$ cat config.mk
export PLATFORM = sky130hd
export DESIGN_NAME = qtr_front
export DESIGN_NICKNAME = d
export VERILOG_FILES = /design/src/design/qtr_pkg.sv /design/src/design/qtr_front.sv
export SDC_FILE = /design/constraint.sdc
export NUM_CORES = 2
export LEC_CHECK = 0
export BUFFER_PORTS_ARGS = -buffer_cell sky130_fd_sc_hd__buf_2
export CAP_MARGIN = 20
export CORE_ASPECT_RATIO = 0.75
export CORE_UTILIZATION = 56
export CTS_CLUSTER_SIZE = 16
export DETAILED_ROUTE_END_ITERATION = 10
export PLACE_DENSITY = 0.81
export SLEW_MARGIN = 10
export SYNTH_ARGS = -nofsm -noshare
export SYNTH_HDL_FRONTEND = slang
export SYNTH_SLANG_ARGS = --single-unit
$ cat constraint.sdc
create_clock -name clk_i -period 19.2 [get_ports clk_i]
set_input_delay 1.92 -clock clk_i [delete_from_list [all_inputs] [get_ports clk_i]]
set_output_delay 1.92 -clock clk_i [all_outputs]
set_load 0.05 [all_outputs]
$ cat src/design/qtr_pkg.sv
// types, constants and helpers of the quad to rectangle warp core
package qtr_pkg;

  localparam int MAX_WIDTH_DEF  = 512;
  localparam int MAX_HEIGHT_DEF = 512;

  localparam int CW    = 9;   // coordinate width
  localparam int DW    = 10;  // image dimension width
  localparam int PW    = 20;  // area and coordinate product width
  localparam int SDW   = 10;  // signed corner difference width
  localparam int NW    = 32;  // signed numerator width
  localparam int QW    = 11;  // quotient bits, numerator stays below 2048 times the area
  localparam int CORNER_W = 18;
  localparam int RGB_W = 24;
  localparam int QUEUE_DEPTH = 2;

  localparam logic [DW-1:0] DIM_RESET = 10'd512;

  localparam logic [2:0] CFG_CORNER_A     = 3'd0;
  localparam logic [2:0] CFG_CORNER_B     = 3'd1;
  localparam logic [2:0] CFG_CORNER_C     = 3'd2;
  localparam logic [2:0] CFG_CORNER_D     = 3'd3;
  localparam logic [2:0] CFG_IMAGE_WIDTH  = 3'd4;
  localparam logic [2:0] CFG_IMAGE_HEIGHT = 3'd5;

  localparam logic OP_WRITE = 1'b0;
  localparam logic OP_READ  = 1'b1;

  localparam logic [1:0] TRI_NONE = 2'd0;
  localparam logic [1:0] TRI_ONE  = 2'd1;
  localparam logic [1:0] TRI_TWO  = 2'd2;

  typedef struct packed {
    logic          opcode;
    logic [CW-1:0] pixel_x;
    logic [CW-1:0] pixel_y;
    logic [7:0]    red_in;
    logic [7:0]    green_in;
    logic [7:0]    blue_in;
  } qtr_req_t;

  typedef struct packed {
    logic [7:0] red_out;
    logic [7:0] green_out;
    logic [7:0] blue_out;
    logic [1:0] which_triangle;
  } qtr_res_t;

  // classified item handed from the front to the back
  typedef struct packed {
    logic                  is_wr;
    logic                  wr_en;
    logic [1:0]            tri_sel;
    logic [CW-1:0]         wr_x;
    logic [CW-1:0]         wr_y;
    logic [RGB_W-1:0]      rgb;
    logic [PW-1:0]         mul_a;
    logic [PW-1:0]         mul_b;
    logic [CW-1:0]         base_x;
    logic [CW-1:0]         base_y;
    logic signed [SDW-1:0] da_x;
    logic signed [SDW-1:0] db_x;
    logic signed [SDW-1:0] da_y;
    logic signed [SDW-1:0] db_y;
  } qtr_item_t;

  typedef struct packed {
    logic full;
    logic empty;
  } qtr_q_stat_t;

  function automatic logic signed [SDW-1:0] coord_diff(logic [CW-1:0] a, logic [CW-1:0] b);
    return $signed({1'b0, a}) - $signed({1'b0, b});
  endfunction

endpackage

$ cat src/design/qtr_front.sv
// front end: takes requests, sorts corners, picks the triangle and its affine terms
module qtr_front #(
  parameter int MAX_WIDTH  = qtr_pkg::MAX_WIDTH_DEF,
  parameter int MAX_HEIGHT = qtr_pkg::MAX_HEIGHT_DEF
) (
  input  logic                                 clk_i,
  input  logic                                 rst_ni,
  input  logic                                 start_i,
  input  qtr_pkg::qtr_req_t                    req_i,
  output logic                                 busy_o,
  input  logic [qtr_pkg::DW-1:0]               w_i,
  input  logic [qtr_pkg::DW-1:0]               h_i,
  input  logic [qtr_pkg::PW-1:0]               wh_i,
  input  logic [qtr_pkg::CORNER_W-1:0]         corner_i [4],
  input  qtr_pkg::qtr_q_stat_t                 q_stat_i,
  output logic                                 push_o,
  output qtr_pkg::qtr_item_t                   item_o
);
  import qtr_pkg::*;

  logic          adv;
  logic          accept;

  logic          s1_valid_q;
  logic          s1_is_wr_q, s1_wr_en_q, s1_in_img_q;
  logic [CW-1:0] s1_x_q, s1_y_q;
  logic [RGB_W-1:0] s1_rgb_q;
  logic [PW-1:0] s1_xh_q, s1_yw_q, s1_wxh_q;

  logic      s2_valid_q;
  qtr_item_t s2_item_q, s2_item_d;

  logic [CW-1:0] px [4];
  logic [CW-1:0] py [4];

  assign adv    = !q_stat_i.full;
  assign busy_o = q_stat_i.full;
  assign accept = start_i && adv;

  // stable sort of the corners by x+y through ranks
  always_comb begin
    logic [CW:0] sum [4];
    logic [1:0]  rank [4];
    for (int i = 0; i < 4; i++) begin
      sum[i] = {1'b0, corner_i[i][CW-1:0]} + {1'b0, corner_i[i][2*CW-1:CW]};
    end
    for (int i = 0; i < 4; i++) begin
      rank[i] = 2'd0;
      for (int j = 0; j < 4; j++) begin
        if ((j < i && sum[j] <= sum[i]) || (j > i && sum[j] < sum[i])) begin
          rank[i] = rank[i] + 2'd1;
        end
      end
    end
    for (int k = 0; k < 4; k++) begin
      px[k] = '0;
      py[k] = '0;
      for (int i = 0; i < 4; i++) begin
        if (rank[i] == 2'(k)) begin
          px[k] = corner_i[i][CW-1:0];
          py[k] = corner_i[i][2*CW-1:CW];
        end
      end
    end
  end

  always_ff @(posedge clk_i or negedge rst_ni) begin
    if (!rst_ni) begin
      s1_valid_q <= 1'b0;
      s2_valid_q <= 1'b0;
    end else if (adv) begin
      s1_valid_q <= accept;
      s2_valid_q <= s1_valid_q;
    end
  end

  always_ff @(posedge clk_i) begin
    if (accept) begin
      s1_is_wr_q  <= (req_i.opcode == OP_WRITE);
      s1_wr_en_q  <= (int'(req_i.pixel_x) < MAX_WIDTH) && (int'(req_i.pixel_y) < MAX_HEIGHT);
      s1_in_img_q <= ({1'b0, req_i.pixel_x} < w_i) && ({1'b0, req_i.pixel_y} < h_i);
      s1_x_q      <= req_i.pixel_x;
      s1_y_q      <= req_i.pixel_y;
      s1_rgb_q    <= {req_i.red_in, req_i.green_in, req_i.blue_in};
      s1_xh_q     <= PW'(req_i.pixel_x) * PW'(h_i);
      s1_yw_q     <= PW'(req_i.pixel_y) * PW'(w_i);
      s1_wxh_q    <= PW'(w_i - {1'b0, req_i.pixel_x}) * PW'(h_i);
    end
    if (adv) begin
      s2_item_q <= s2_item_d;
    end
  end

  always_comb begin
    logic [PW:0]   t;
    logic [30:0]   lhs, lim_lo, lim_hi;
    logic [1:0]    tri_sel;
    t      = {1'b0, s1_xh_q} + {1'b0, s1_yw_q};
    lhs    = 31'(t) * 31'd1000;
    lim_lo = 31'(wh_i) * 31'd999;
    lim_hi = 31'(wh_i) * 31'd1001;
    if (s1_is_wr_q || !s1_in_img_q) begin
      tri_sel = TRI_NONE;
    end else if (lhs >= lim_lo) begin
      tri_sel = TRI_TWO;
    end else if (lhs <= lim_hi) begin
      tri_sel = TRI_ONE;
    end else begin
      tri_sel = TRI_NONE;
    end
    s2_item_d.is_wr   = s1_is_wr_q;
    s2_item_d.wr_en   = s1_wr_en_q;
    s2_item_d.tri_sel = tri_sel;
    s2_item_d.wr_x    = s1_x_q;
    s2_item_d.wr_y    = s1_y_q;
    s2_item_d.rgb     = s1_rgb_q;
    s2_item_d.mul_b   = s1_yw_q;
    if (tri_sel == TRI_TWO) begin
      s2_item_d.mul_a  = s1_wxh_q;
      s2_item_d.base_x = px[1];
      s2_item_d.base_y = py[1];
      s2_item_d.da_x   = coord_diff(px[2], px[3]);
      s2_item_d.db_x   = coord_diff(px[3], px[1]);
      s2_item_d.da_y   = coord_diff(py[2], py[3]);
      s2_item_d.db_y   = coord_diff(py[3], py[1]);
    end else begin
      s2_item_d.mul_a  = s1_xh_q;
      s2_item_d.base_x = px[0];
      s2_item_d.base_y = py[0];
      s2_item_d.da_x   = coord_diff(px[1], px[0]);
      s2_item_d.db_x   = coord_diff(px[2], px[0]);
      s2_item_d.da_y   = coord_diff(py[1], py[0]);
      s2_item_d.db_y   = coord_diff(py[2], py[0]);
    end
  end

  assign push_o = s2_valid_q && adv;
  assign item_o = s2_item_q;

endmodule

==> results.md <==
- Pre-CTS setup slack: 8750 ps
- H-tree depth: 1
- Layout cell share with drive strength beyond 1: 0.111
- Setup TNS: 0 ps
- CP max FO: 53
- CTS clk-pin slew, worst paths: approximately 70 ps
- Max Cap Viol: 0
- Layout Nets: between 5000 and 6000
- CTS tree: done
- Layout Area Growth over Synthesis: 8.76%
- Pins Over Slew Limit: 0
- Fin. Hold Viols: 0
- Status: completed
- Via Count: around 30000
- Slew @ Worst Pin: about 1200 ps
- Critical path startpoint category: flip-flop
- Core region area: about 69000 um^2
- Antenna violations before repair: 5
- Initial Util: 0.568
- Kind of end point of the critical path: flip-flop
- Final instance area: around 42000 um^2
- Clock Skew: ~17 ps
- # IOs: 306
- DRC: 0
- Total gr overflow: 0
- Post-synthesis cell count: 4007
- Syn_nets: 5183
- Max Root-Sink Buffers: 3
- Critical Path AT: ~11000 ps
- Setup WS post-layout: slightly below 9000 ps
- Final Wtd Congestion: 0.983
- Clock Latency Late Sink: roughly 600 ps
- Post-CTS Setup Inserts: 0
- Die width: 307 um
- Synthesized flop and latch total: 246
- Resize count post-CTS: 0
- Post-synth top flop: edfxtp_1
- EDFF count, synth: 244
- Final period utilization: 0.549
- Routed length per placed instance: ~20 um
- Site Rows: 83
- Die Span Y: between 200 and 250 um
- Fmax: 0.0948 GHz
- Min cycle time layout: ~11000 ps
- Final setup vio count: 0
- RSZ-0062 raised after global routing: false
- Crit path required time: 19530 ps
- CP peak stage delay: 570 ps
- CTS root buffer: clkbuf_16
- First-pass GRT wire length: 167000 um
- Final ANT Viol Nets: 0
- Rel. slew slack: 0.229
- Global Route Usage Sum: 0.299
- Initial DRC count: about 2500
- Pre-antenna DRT Iters: 7
- Synth warnings: 0
- Total wire length after detailed routing: approximately 100000 um
- Mapped cell area: 39000 um^2
- Die ar.: 70700 um^2
- I/O Buffers: roughly 300
- Vias in the first global route: 31200
- Hold Slack: 408 ps
- Post-placement cell area: 41400 um^2
- Clk sink count: 246
- Number of buffers created by CTS: 29
- Unique masters post-synth: 87
- Hold_buf cts: 0
- Worst Setup Path Type: flip-flop to flip-flop
- Critical path's slowest cell: fa_1
- Syn avg cell area: between 9 and 10 um^2
- Asr flop ratio synth: 0.00813
- Largest net degree at the start of global routing: 77
- Hold Path Class: flip-flop to flip-flop
- Register area share after synthesis: 0.189
- Post-detail-place hpwl: 84200 um
- Vias/cell: a little under 6
[routing by layer]
layer | track usage | part of all wire
met1 | 0.412 | 0.42
met2 | 0.472 | 0.45
met3 | 0.0674 | 0.096
met4 | 0.0906 | 0.032
met5 | 0 | 0
[through the flow]
| step | instances | util |
|---|---|---|
| 2_1_floorplan | 4007 | - |
| 3_3_place_gp | 5164 | 0.604 |
| 3_5_place_dp | 5164 | 0.604 |
| 4_1_cts | 5214 | 0.618 |
| 5_1_grt | 5215 | 0.618 |
| 6_report | 5218 | 0.618 |
[state kept, by name, indices dropped and copies added, names as in the netlist]
signal and count:
s1_y_q 9, s1_yw_q 19, s1_rgb_q 24, s1_xh_q 19, s1_in_img_q 1, s1_wxh_q 20, item_o 142, s1_valid_q 1
s2_valid_q 1, s1_is_wr_q 1, s1_x_q 9
[final timing paths]
check | start | end | slack [ps] | cells after the start
setup / recovery | s1_xh_q[1]$_DFFE_PP_ | item_o[33]$_DFFE_PN_ | 8650 | 35
hold / removal | s1_y_q[7]$_DFFE_PP_ | item_o[129]$_DFFE_PN_ | 410 | 0
setup reg to reg | s1_xh_q[1]$_DFFE_PP_ | item_o[33]$_DFFE_PN_ | 8650 | 35
hold reg to reg | s1_y_q[7]$_DFFE_PP_ | item_o[129]$_DFFE_PN_ | 410 | 0
max in group asynchronous | rst_ni | s1_valid_q$_DFFE_PN0N_ | 18010 | 1
min in group asynchronous | rst_ni | s2_valid_q$_DFFE_PN0N_ | 1100 | 1
[cell usage after synthesis (all sizes together) (30+ instances only)]
cell / count / area share
xor2: 80 / 0.018
nor2b: 45 / 0.0072
o22ai: 35 / 0.0056
nand2: 292 / 0.028
and2: 122 / 0.020
inv: 684 / 0.066
o21a: 54 / 0.010
o31ai: 39 / 0.013
nor3: 62 / 0.0080
a21oi: 159 / 0.020
clkbuf: 65 / 0.0063
o21ai: 143 / 0.019
or3: 42 / 0.0067
nand3: 35 / 0.0045
xnor2: 141 / 0.032
buf: 41 / 0.0062
ha: 581 / 0.19
a21o: 92 / 0.018
edfxtp: 244 / 0.19
nand2b: 64 / 0.010
mux2i: 30 / 0.0081
fa: 435 / 0.22
nor2: 153 / 0.015
[final cells by class]
class	count	area, um^2
Tap cell	935	1170
Antenna cell	4	10.0
Fill cell	5692	26200
Timing Repair Buffer	328	1710
Clock buffer	30	729
Multi-Input combinational cell	2971	28600
Clock inverter	20	244
Inverter	684	2570
Sequential cell	246	7380
[cell families after synthesis]
family | share of synthesized area
xor+xnor | 0.0496
other cells | 0.000192
simple gates | 0.114
mux | 0.0150
compound gates | 0.144
buf+inv | 0.0783
flops | 0.189
fa+ha+maj | 0.410
[critical path, delay by kind of cell (launching register included)]
family | cells | cell delay, ps
buffers and inverters | 6 | 910
adders and majority gates | 7 | 3030
AOI/OAI and AO/OA | 14 | 4020
and+or+nand+nor | 7 | 1470
xor gates and xnor gates | 1 | 330
DFF | 1 | 420
[cell usage in the layout (no fill, tap or decap), types with 25 or more instances in the layout]
| master | n |
|---|---|
| xnor2_1 | 141 |
| o21a_1 | 54 |
| a21oi_1 | 158 |
| nor2b_1 | 43 |
| o21bai_1 | 27 |
| nand2_1 | 291 |
| nand3_1 | 35 |
| o221ai_1 | 26 |
| edfxtp_1 | 244 |
| nor2_1 | 153 |
| a21o_1 | 92 |
| or3_1 | 42 |
| buf_2 | 302 |
| o22ai_1 | 35 |
| a21boi_0 | 25 |
| fa_1 | 435 |
| nand2b_1 | 64 |
| nor3_1 | 62 |
| inv_1 | 680 |
| buf_4 | 26 |
| xor2_1 | 80 |
| clkbuf_16 | 29 |
| and2_1 | 122 |
| mux2i_1 | 28 |
| ha_1 | 581 |
| o21ai_0 | 135 |
Power is not shown: default switching activity piles up to over one toggle a cycle in this logic, so the estimate is an artifact.
