<file path="config.mk">
export PLATFORM = sky130hd
export DESIGN_NAME = qtr_queue
export DESIGN_NICKNAME = d
export VERILOG_FILES = /design/src/design/qtr_pkg.sv /design/src/design/qtr_queue.sv
export SDC_FILE = /design/constraint.sdc
export NUM_CORES = 1
export LEC_CHECK = 0
export CAP_MARGIN = 20
export CORE_MARGIN = 3
export CORE_UTILIZATION = 55
export CTS_BUF_LIST = sky130_fd_sc_hd__clkbuf_8
export DETAILED_ROUTE_END_ITERATION = 8
export DONT_BUFFER_PORTS = 1
export PLACE_DENSITY = 0.78
export SKIP_CTS_REPAIR_TIMING = 1
export SLEW_MARGIN = 20
export SYNTH_ARGS = -nofsm -noshare
export SYNTH_HDL_FRONTEND = slang
export SYNTH_SLANG_ARGS = --single-unit
</file>
<file path="constraint.sdc">
create_clock -name clk_i -period 14.5 [get_ports clk_i]
set_clock_uncertainty 0.1 [all_clocks]
set_input_delay 3.625 -clock clk_i [delete_from_list [all_inputs] [get_ports clk_i]]
set_output_delay 3.625 -clock clk_i [all_outputs]
set_load 0.01 [all_outputs]
</file>
<file path="src/design/qtr_pkg.sv">
// types, constants and helpers of the quad to rectangle warp core
package qtr_pkg;

  localparam int MAX_WIDTH_DEF  = 512;
  localparam int MAX_HEIGHT_DEF = 512;

  localparam int CW    = 9;   // coordinate width
  localparam int DW    = 10;  // image dimension width
  localparam int PW    = 20;  // area and coordinate product width
  localparam int SDW   = 10;  // signed corner difference width
  localparam int NW    = 32;  // signed numerator width
  localparam int QW    = 11;  // quotient bits, numerator stays below 2048 times the area
  localparam int CORNER_W = 18;
  localparam int RGB_W = 24;
  localparam int QUEUE_DEPTH = 2;

  localparam logic [DW-1:0] DIM_RESET = 10'd512;

  localparam logic [2:0] CFG_CORNER_A     = 3'd0;
  localparam logic [2:0] CFG_CORNER_B     = 3'd1;
  localparam logic [2:0] CFG_CORNER_C     = 3'd2;
  localparam logic [2:0] CFG_CORNER_D     = 3'd3;
  localparam logic [2:0] CFG_IMAGE_WIDTH  = 3'd4;
  localparam logic [2:0] CFG_IMAGE_HEIGHT = 3'd5;

  localparam logic OP_WRITE = 1'b0;
  localparam logic OP_READ  = 1'b1;

  localparam logic [1:0] TRI_NONE = 2'd0;
  localparam logic [1:0] TRI_ONE  = 2'd1;
  localparam logic [1:0] TRI_TWO  = 2'd2;

  typedef struct packed {
    logic          opcode;
    logic [CW-1:0] pixel_x;
    logic [CW-1:0] pixel_y;
    logic [7:0]    red_in;
    logic [7:0]    green_in;
    logic [7:0]    blue_in;
  } qtr_req_t;

  typedef struct packed {
    logic [7:0] red_out;
    logic [7:0] green_out;
    logic [7:0] blue_out;
    logic [1:0] which_triangle;
  } qtr_res_t;

  // classified item handed from the front to the back
  typedef struct packed {
    logic                  is_wr;
    logic                  wr_en;
    logic [1:0]            tri_sel;
    logic [CW-1:0]         wr_x;
    logic [CW-1:0]         wr_y;
    logic [RGB_W-1:0]      rgb;
    logic [PW-1:0]         mul_a;
    logic [PW-1:0]         mul_b;
    logic [CW-1:0]         base_x;
    logic [CW-1:0]         base_y;
    logic signed [SDW-1:0] da_x;
    logic signed [SDW-1:0] db_x;
    logic signed [SDW-1:0] da_y;
    logic signed [SDW-1:0] db_y;
  } qtr_item_t;

  typedef struct packed {
    logic full;
    logic empty;
  } qtr_q_stat_t;

  function automatic logic signed [SDW-1:0] coord_diff(logic [CW-1:0] a, logic [CW-1:0] b);
    return $signed({1'b0, a}) - $signed({1'b0, b});
  endfunction

endpackage

</file>
<file path="src/design/qtr_queue.sv">
// short queue between the front and the back
module qtr_queue #(
  parameter int DEPTH = qtr_pkg::QUEUE_DEPTH
) (
  input  logic                 clk_i,
  input  logic                 rst_ni,
  input  logic                 push_i,
  input  qtr_pkg::qtr_item_t   item_i,
  input  logic                 pop_i,
  output qtr_pkg::qtr_item_t   item_o,
  output qtr_pkg::qtr_q_stat_t stat_o
);
  import qtr_pkg::*;

  localparam int PTRW = (DEPTH > 1) ? $clog2(DEPTH) : 1;
  localparam int CNTW = $clog2(DEPTH + 1);

  qtr_item_t       slot_q [DEPTH];
  logic [PTRW-1:0] wr_ptr_q, rd_ptr_q;
  logic [CNTW-1:0] count_q;
  logic            do_push, do_pop;

  assign stat_o.full  = (count_q == CNTW'(DEPTH));
  assign stat_o.empty = (count_q == '0);
  assign do_push = push_i && !stat_o.full;
  assign do_pop  = pop_i && !stat_o.empty;
  assign item_o  = slot_q[rd_ptr_q];

  always_ff @(posedge clk_i or negedge rst_ni) begin
    if (!rst_ni) begin
      wr_ptr_q <= '0;
      rd_ptr_q <= '0;
      count_q  <= '0;
    end else begin
      if (do_push) begin
        wr_ptr_q <= (wr_ptr_q == PTRW'(DEPTH - 1)) ? '0 : wr_ptr_q + 1'b1;
      end
      if (do_pop) begin
        rd_ptr_q <= (rd_ptr_q == PTRW'(DEPTH - 1)) ? '0 : rd_ptr_q + 1'b1;
      end
      if (do_push && !do_pop) begin
        count_q <= count_q + 1'b1;
      end else if (do_pop && !do_push) begin
        count_q <= count_q - 1'b1;
      end
    end
  end

  always_ff @(posedge clk_i) begin
    if (do_push) begin
      slot_q[wr_ptr_q] <= item_i;
    end
  end

endmodule

</file>
==> results of run 1 <==
## worst reg2reg max path, delay by kind of cell (launching register included)
kind | cells | cell delay (ns)
AND/OR/NAND/NOR | 3 | 0.44
flip-flops | 1 | 0.42
buffers and inverters | 2 | 1.59
## registers in the layout (all words and copies together), names as in the netlist
register / flops
slot_q: 288
count_q: 2
rd_ptr_q: 1
wr_ptr_q: 1
## routing by layer
metal	up-vias	share of wire, %
li1	1930	-
met1	2155	33
met2	278	49
met3	36	16
met4	0	2.2
met5	-	0
## cell usage after synthesis, drive strengths merged
| cell type | count | share of area, % |
|---|---|---|
| and3 | 1 | 0.058 |
| dfrtp | 4 | 0.93 |
| xnor2 | 3 | 0.24 |
| inv | 2 | 0.070 |
| nand2b | 1 | 0.058 |
| o21ai | 1 | 0.046 |
| mux2 | 144 | 17 |
| nand2 | 1 | 0.035 |
| xor2 | 2 | 0.16 |
| nor2 | 3 | 0.10 |
| edfxtp | 288 | 80 |
| buf | 16 | 1.1 |
| ha | 1 | 0.12 |
## layout make-up
| class | count | area (um^2) | area share (%) |
|---|---|---|---|
| Tap cell | 260 | 325 | 2.74 |
| Sequential cell | 292 | 8750 | 73.8 |
| Timing Repair Buffer | 5 | 57.6 | 0.486 |
| Multi-Input combinational cell | 157 | 1910 | 16.1 |
| Clock buffer | 45 | 619 | 5.22 |
| Inverter | 2 | 7.51 | 0.0633 |
| Clock inverter | 37 | 181 | 1.53 |
## how the worst min path moves through the flow
stage               slack, ns         end        from
finish                   0.42  count_q[1]  count_q[1]
global route             0.44  count_q[1]  count_q[1]
CTS                      0.42  count_q[1]  count_q[1]
detailed placement       0.41  count_q[1]  count_q[1]
global placement         0.40  count_q[1]  count_q[1]
floorplan                0.36    wr_ptr_q    wr_ptr_q
## cell families (layout without fill, tap and decap cells)
| group | after synthesis | count (layout) |
|---|---|---|
| AOI/OAI and AO/OA | 1 | 1 |
| buffers and inverters | 18 | 89 |
| and+or+nand+nor | 6 | 6 |
| adders and majority gates | 1 | 1 |
| DFF | 292 | 292 |
| muxes | 144 | 144 |
| xor gates and xnor gates | 5 | 5 |
## metrics by stage
step | setup WS (ns) | std cells | instance area [um^2] | total power [W] | utilization [%]
after floorplan | 4.06 | 467 | 10800 | 0.00180 | -
after global placement | 8.16 | 715 | 11000 | 0.00186 | 58.2
after detailed placement | 8.10 | 715 | 11000 | 0.00188 | 58.2
after CTS | 7.50 | 797 | 11800 | 0.00249 | 62.4
after global routing | 7.98 | 798 | 11900 | 0.00257 | 62.5
final | 8.14 | 798 | 11900 | 0.00245 | 62.5
## where the power goes
group	leakage, nW	internal, W	switching [W]	total (W)
sequential	2.72	0.00116	0.0000674	0.00123
combinational	0.867	0.000261	0.000372	0.000632
clock	0.474	0.000307	0.000287	0.000595
==> impl_metrics.env, run 1 <==
export IMPL_status="finished clean"
export IMPL_synth_xor_area_share_pct=0.406
export IMPL_min_period_over_period_pct=43.8
export IMPL_grt_overflow_total=0
export IMPL_drv_cap=0
export IMPL_synthSimpleGateAreaFrac_pct=0.255
export IMPL_clock_path_buffers=3
export IMPL_start_kind="flop"
export IMPL_hold_slack_ns=0.421
export IMPL_ios=294
export IMPL_initial_utilization_pct=56.9
export IMPL_crit_family="buffers and inverters"
export IMPL_crit_end="item_o[135]"
export IMPL_gp_congestion=0.725
export IMPL_whs_path_depth=1
export IMPL_drcViolationCount=0
export IMPL_synth_cells=467
export IMPL_cts_root_buffer="clkbuf_8"
export IMPL_place_port_buffers=0
export IMPL_fp_row_count=50
export IMPL_drtAntennaViolNets=0
export IMPL_hpwl_um=12500
export IMPL_cts_tree="done"
export IMPL_slowest_delay_ns=0.81
export IMPL_setup_worst_path_class="reg2out"
export IMPL_clk_insertion_delay_late_ns=0.53
export IMPL_viasPerCell=5.51
export IMPL_yosysWarningCount=0
export IMPL_clock_sinks=292
export IMPL_hold_viol=0
export IMPL_period_minus_slack_ns=6.36
export IMPL_p_leak_nw=4.06
export IMPL_ctsHtreeMaxLevel=2
export IMPL_cp_startpoint="rd_ptr_q"
export IMPL_hold_path_class="reg2reg"
export IMPL_cts_made_buffers=44
export IMPL_fillers=1280
export IMPL_powerDensity_nw_per_um2=207
export IMPL_dr_pass1_iters=4
export IMPL_crit_chain="buf_4 > mux2_2"
export IMPL_synthDistinctLibCells=15
export IMPL_routed_wl_um=19000
export IMPL_vias=4399
export IMPL_antenna_found_initial=0
export IMPL_synth_seq_cells=292
export IMPL_crit_cells=2
export IMPL_dieArea_um2=21300
export IMPL_synthesis_nets=616
export IMPL_worst_pin_slew_ns=1.01
export IMPL_busiest_layer="met2"
export IMPL_ys_seq_area_share_pct=81.2
export IMPL_wl_per_cell_um=23.8
export IMPL_worstSetupEndpointType="output port"
export IMPL_synth_area_mux_share_pct=16.8
export IMPL_final_cell_mix="edfxtp_1 (288), mux2_2 (94), mux2_4 (50)"
export IMPL_path_clk_slew_ns=0.05
export IMPL_nNetsFinal=651
export IMPL_ir_drop_mv=0.161
export IMPL_synth_top_family_by_area="multiplexers"
export IMPL_arrival_ns=2.63
export IMPL_core_area_um2=19000
export IMPL_grt_max_degree=77
export IMPL_setup_viol=0
export IMPL_syn_avg_cell_area_um2=23.1
export IMPL_max_slew_margin_pct=32.7
export IMPL_r2r_end="slot_q[0][107]"
export IMPL_die_x_um=146
export IMPL_setup_tns_ns=0
export IMPL_cp_required_ns=10.77
export IMPL_antennaDiodeCount=0
export IMPL_r2r_start="count_q[0]"
export IMPL_grt_pass1_vias=4794
export IMPL_r2r_cells=5
export IMPL_cpMaxStageDelayCell="buf_4"
export IMPL_slew_viol_final=0
export IMPL_grt_pass1_wl_um=28200
export IMPL_synthAdderAreaFrac_pct=0.116
export IMPL_r2r_slack_ns=11.48
export IMPL_final_common_cell="edfxtp_1"
export IMPL_areaGrowthSynthToFinish_pct=9.98
export IMPL_globalRouteMet2Util_pct=27.8
export IMPL_grt_util_met3_pct=11.7
export IMPL_fmax_mhz=157
export IMPL_mappedNetlistArea_um2=10800
export IMPL_grt_setup_unrepaired="false"
export IMPL_globalRouteMet1Util_pct=18.2
export IMPL_grt_usage_pct=17.3
export IMPL_drive_above_1_share_pct=38.1
export IMPL_synth_compound_area_share_pct=0.0464
export IMPL_path_buf_inv=1
export IMPL_dieHeight_um=146
export IMPL_cp_max_fo=72
export IMPL_drt_iter0_drc=205
No activity file was read; power rests on OpenSTA's default activity.
==> inputs of run 2 (changes only) <==
--- a/config.mk
+++ b/config.mk
@@ -11,7 +11,7 @@
 export CTS_BUF_LIST = sky130_fd_sc_hd__clkbuf_8
 export DETAILED_ROUTE_END_ITERATION = 8
 export DONT_BUFFER_PORTS = 1
-export PLACE_DENSITY = 0.78
+export PLACE_DENSITY = 0.81
 export SKIP_CTS_REPAIR_TIMING = 1
 export SLEW_MARGIN = 20
 export SYNTH_ARGS = -nofsm -noshare
==> constraint.sdc (replaced) <==
create_clock -name clk_i -period 5.5 [get_ports clk_i]
set_clock_uncertainty 0.1 [all_clocks]
set_input_delay 1.375 -clock clk_i [delete_from_list [all_inputs] [get_ports clk_i]]
set_output_delay 1.375 -clock clk_i [all_outputs]
set_load 0.01 [all_outputs]
==> run 2 against run 1 <==
  * Worst setup slack worse by 6.3 ns
  * First-iteration DRC count is 15% lower
  * Clock power grew to 2.5 times the previous value
  * Cell area is 0.17% lower
  * Critical path type unchanged
  * Largest cell class unchanged
  * Combinational power grew to 2.8 times the previous value
==> impl_metrics.env, run 2 (synthesis gave the netlist of run 1 again) <==
export IMPL_status="finished clean"
export IMPL_grt_max_degree=146
export IMPL_largest_register="slot_q"
export IMPL_grt_pass1_wl_um=28300
export IMPL_dpl_cell_area_um2=11100
export IMPL_place_port_buffers=0
export IMPL_fp_row_count=50
export IMPL_dieArea_um2=21300
export IMPL_gp_congestion=0.727
export IMPL_dieHeight_um=146
export IMPL_powerDensity_nw_per_um2=542
export IMPL_path_clk_slew_ns=0.06
export IMPL_r2r_slack_ns=3.02
export IMPL_viasPerCell=5.57
export IMPL_setup_viol=0
export IMPL_path_buf_inv=1
export IMPL_slew_viol_final=0
export IMPL_grt_setup_unrepaired="false"
export IMPL_cts_made_buffers=44
export IMPL_largest_reg_flops=288
export IMPL_cp_startpoint="rd_ptr_q"
export IMPL_layoutNonFillerInstCount=790
export IMPL_cpMaxStageDelayCell="buf_12"
export IMPL_clock_sinks=292
export IMPL_min_period_over_period_pct=66.2
export IMPL_crit_cells=2
export IMPL_crit_family="buffers and inverters"
export IMPL_cts_tree="done"
export IMPL_grt_overflow_total=0
export IMPL_r2r_cells=3
export IMPL_drtAntennaViolNets=0
export IMPL_ios=294
export IMPL_final_area_um2=11800
export IMPL_wl_per_cell_um=24.1
export IMPL_place_inst=716
export IMPL_clk_insertion_delay_late_ns=0.52
export IMPL_fmax_mhz=275
export IMPL_reg_top3="slot_q x288, count_q x2"
export IMPL_antennaDiodeCount=0
export IMPL_r2r_start="count_q[0]"
export IMPL_ir_drop_mv=0.460
export IMPL_grt_pass1_vias=4783
export IMPL_cts_root_buffer="clkbuf_8"
export IMPL_fillers=1230
export IMPL_drcViolationCount=0
export IMPL_cp_required_ns=4.03
export IMPL_p_leak_nw=4.04
export IMPL_hold_slack_ns=0.429
export IMPL_max_slew_margin_pct=34.6
export IMPL_hpwl_um=12400
export IMPL_dr_pass1_iters=4
export IMPL_drv_cap=0
export IMPL_die_x_um=146
export IMPL_drive_above_1_share_pct=38.1
export IMPL_hold_path_class="reg2reg"
export IMPL_vias=4397
export IMPL_grt_usage_pct=17.3
export IMPL_r2r_end="slot_q[1][141]"
export IMPL_crit_chain="buf_12 > mux2_2"
export IMPL_nNetsFinal=652
export IMPL_final_common_cell="edfxtp_1"
export IMPL_hold_viol=0
export IMPL_crit_end="item_o[36]"
export IMPL_start_kind="flop"
export IMPL_antenna_found_initial=0
export IMPL_setup_worst_path_class="reg2out"
export IMPL_ctsHtreeMaxLevel=2
export IMPL_final_cell_mix="edfxtp_1 (288), mux2_2 (94), mux2_4 (50)"
export IMPL_initial_utilization_pct=56.9
export IMPL_cp_max_fo=145
export IMPL_setup_tns_ns=0
export IMPL_arrival_ns=2.17
export IMPL_slowest_delay_ns=0.56
export IMPL_clock_path_buffers=3
export IMPL_worst_pin_slew_ns=0.981
export IMPL_areaGrowthSynthToFinish_pct=9.80
export IMPL_period_minus_slack_ns=3.64
export IMPL_routed_wl_um=19000
export IMPL_drt_iter0_drc=174
export IMPL_worstSetupEndpointType="output port"
export IMPL_core_area_um2=19000
==> run 2: cell count changes in the layout (fill, tap and decap cells not counted), sizes merged <==
cell      before  now
buf            5    6
bufinv         1    0
clkinv        13   11
clkinvlp       3    1
inv           22   18
==> run 2: per-stage QoR <==
step	utilization, %	worst slack (ns)	power (W)
after global routing	62.4	1.80	0.00672
after CTS	62.3	1.87	0.00650
final	62.4	1.86	0.00642
after detailed placement	58.4	2.10	0.00499
after global placement	58.4	2.18	0.00491
after floorplan	-	0.162	0.00469
==> run 2: worst min path at each step <==
stage / start / to / slack [ns] / cells past startpoint
2_1_floorplan: count_q[1] / count_q[1] / 0.38 / 1
3_5_place_dp: count_q[1] / count_q[1] / 0.43 / 1
3_3_place_gp: count_q[1] / count_q[1] / 0.40 / 1
6_report: count_q[1] / count_q[1] / 0.43 / 1
4_1_cts: rst_ni / count_q[0] / 0.40 / 0
5_1_grt: rst_ni / count_q[0] / 0.40 / 0
==> run 2: area by class of cell <==
type | count | area, um^2 | share of cell area, %
timing repair buffer | 6 | 103 | 0.867
tap | 260 | 325 | 2.75
clock inverter | 28 | 116 | 0.983
multi-input combinational | 157 | 1910 | 16.1
clock buffer | 45 | 619 | 5.23
inverter | 2 | 7.51 | 0.0634
sequential | 292 | 8750 | 74.0
==> run 2: report_power, final <==
group | switching (W) | internal (W)
Combinational | 0.00104 | 0.000717
Sequential | 0.000126 | 0.00305
Clock | 0.000737 | 0.000753
Total | 0.00190 | 0.00452
==> run 2: per-layer routing <==
metal	share of wire, %	track usage, %	wire length, um	vias up
li1	-	-	-	1928
met1	35	18.7	6690	2147
met2	47	27.7	9020	272
met3	15	10.7	2780	50
met4	2.9	6.49	556	0
met5	0	0	0	-
==> inputs of run 3 (changes only) <==
--- a/config.mk
+++ b/config.mk
@@ -5,6 +5,7 @@
 export SDC_FILE = /design/constraint.sdc
 export NUM_CORES = 1
 export LEC_CHECK = 0
+export ABC_AREA = 1
 export CAP_MARGIN = 20
 export CORE_MARGIN = 3
 export CORE_UTILIZATION = 55
==> constraint.sdc (replaced) <==
create_clock -name clk_i -period 2.9 [get_ports clk_i]
set_clock_uncertainty 0.1 [all_clocks]
set_input_delay 0.725 -clock clk_i [delete_from_list [all_inputs] [get_ports clk_i]]
set_output_delay 0.725 -clock clk_i [all_outputs]
set_load 0.01 [all_outputs]
==> run 3 against run 2 <==
  * Final cell count grew 39%
  * Hold slack lost 0.25 ns
  * Critical path depth grew 2
  * Global-route usage grew 1.8 points
  * Largest cell class unchanged
  * Largest power group unchanged
==> impl_metrics.env, run 3 <==
export IMPL_status="finished clean"
export IMPL_drtAntennaViolNets=0
export IMPL_grt_usage_pct=19.1
export IMPL_routed_wl_um=20800
export IMPL_setup_viol=0
export IMPL_path_clk_slew_ns=0.07
export IMPL_cts_tree="done"
export IMPL_reg_top3="slot_q x288, count_q x2"
export IMPL_slowest_delay_ns=0.50
export IMPL_start_kind="flop"
export IMPL_async_reset_ff_share_pct=1.37
export IMPL_layoutNonFillerInstCount=1098
export IMPL_worstSetupEndpointType="output port"
export IMPL_nNetsFinal=959
export IMPL_vias=5620
export IMPL_ios=294
export IMPL_ctsHtreeMaxLevel=2
export IMPL_largest_reg_flops=288
export IMPL_hold_path_class="in2reg"
export IMPL_synth_edff_count=288
export IMPL_yosysWarningCount=0
export IMPL_ys_seq_area_share_pct=82.1
export IMPL_arrival_ns=1.91
export IMPL_drive_above_1_share_pct=8.11
export IMPL_grt_setup_unrepaired="false"
export IMPL_mappedNetlistArea_um2=10700
export IMPL_clock_path_buffers=3
export IMPL_antennaDiodeCount=0
export IMPL_syn_avg_cell_area_um2=13.6
export IMPL_fp_row_count=50
export IMPL_core_area_um2=18900
export IMPL_dieArea_um2=21100
export IMPL_yosysMostFrequentCell="nand2_1"
export IMPL_areaGrowthSynthToFinish_pct=11.1
export IMPL_min_period_over_period_pct=94.2
export IMPL_place_port_buffers=0
export IMPL_dieHeight_um=145
export IMPL_hold_slack_ns=0.180
export IMPL_synthDistinctLibCells=15
export IMPL_period_minus_slack_ns=2.73
export IMPL_hpwl_um=13600
export IMPL_dr_pass1_iters=5
export IMPL_ir_drop_mv=0.544
export IMPL_powerDensity_nw_per_um2=1040
export IMPL_gp_congestion=0.757
export IMPL_postLayoutCoreUtil_pct=62.7
export IMPL_setup_worst_path_class="reg2out"
export IMPL_synthesis_nets=932
export IMPL_synth_cells=783
export IMPL_max_slew_margin_pct=57.2
export IMPL_fmax_mhz=366
export IMPL_synthFlopType="edfxtp_1"
export IMPL_grt_max_degree=146
export IMPL_antenna_found_initial=0
export IMPL_synth_top_area_share_pct=81.1
export IMPL_cts_made_buffers=44
export IMPL_synth_seq_cells=292
export IMPL_p_leak_nw=4.62
export IMPL_r2r_slack_ns=0.72
export IMPL_drv_cap=0
export IMPL_synth_common_cells="nand2_1 (441), edfxtp_1 (288), buf_2 (15)"
export IMPL_synthTopCellsByArea="edfxtp_1 (81%), nand2_1 (16%), dfrtp_1 (0.94%), buf_2 (0.70%), buf_4 (0.49%)"
export IMPL_slew_viol_final=0
export IMPL_drt_iter0_drc=296
export IMPL_cpMaxStageDelayCell="dfrtp_4"
export IMPL_clock_sinks=292
export IMPL_die_x_um=145
export IMPL_drcViolationCount=0
export IMPL_wl_per_cell_um=19.0
export IMPL_final_common_cell="nand2_1"
export IMPL_yosys_area_top_type="edfxtp_1"
export IMPL_hold_viol=0
export IMPL_viasPerCell=5.12
export IMPL_initial_utilization_pct=56.4
export IMPL_grt_pass1_vias=5663
export IMPL_grt_overflow_total=0
export IMPL_cp_required_ns=2.08
export IMPL_grt_pass1_wl_um=31200
export IMPL_place_inst=1023
export IMPL_worst_pin_slew_ns=0.643
export IMPL_largest_register="slot_q"
export IMPL_crit_chain="inv_4 > buf_12 > nand2_1 > nand2_1"
export IMPL_cts_root_buffer="clkbuf_8"
export IMPL_cp_max_fo=50
export IMPL_crit_path_frequent_cell="nand2_1"
export IMPL_power_w=0.0124
export IMPL_final_cell_mix="nand2_1 (440), edfxtp_1 (288), clkbuf_8 (45)"
export IMPL_clk_insertion_delay_late_ns=0.51
-- run 3: layout make-up --
class                      count  area, um^2
fill                        1329        7050
tap                          260         325
clock buffer                  45         619
timing repair buffer          12         193
multi-input combinational    452        1740
inverter                       8        48.8
sequential                   292        8750
clock inverter                29         163
-- run 3: logic make-up after synthesis --
| family | count (synthesis) | synth area share [%] |
|---|---|---|
| compound gates | 2 | 0.0939 |
| xor+xnor | 1 | 0.0822 |
| fa+ha+maj | 1 | 0.117 |
| buf+inv | 39 | 1.80 |
| flops | 292 | 82.1 |
| simple gates | 448 | 15.8 |
-- run 3: layer usage --
layer	track usage, %	share of wire (%)
met5	0	0
met4	7.64	2.9
met3	10.2	13
met2	31.2	49
met1	21.0	35
-- run 3: worst paths after layout --
check	from	to	cells past startpoint
hold / removal	item_i[120]	slot_q[0][120]	0
max in group asynchronous	rst_ni	rd_ptr_q	1
setup reg to reg	count_q[0]	slot_q[0][78]	5
min in group asynchronous	rst_ni	rd_ptr_q	1
setup / recovery	rd_ptr_q	item_o[56]	4
hold reg to reg	wr_ptr_q	wr_ptr_q	2
-- run 3: power breakdown --
part           leakage [nW]  switching (W)  internal, W  total (W)
logic                  1.45        0.00267     0.000708    0.00337
registers              2.73       0.000229      0.00575    0.00598
clock network         0.449        0.00140      0.00160    0.00301
-- run 3: through the flow --
stage / TNS, ns / setup WS (ns) / instance area (um^2)
after floorplan: -164.56 / -0.590 / 10700
after global placement: 0 / 0.713 / 11100
after detailed placement: 0 / 0.691 / 11100
after CTS: 0 / 0.124 / 11800
after global routing: 0 / 0.0310 / 11800
final: 0 / 0.167 / 11800
-- run 3: worst max-delay path: cells and delay by family, from the launching register on --
family / cells / cell delay [ns]
buffers and inverters: 2 / 0.61
AND/OR/NAND/NOR: 2 / 0.24
flip-flops: 1 / 0.50
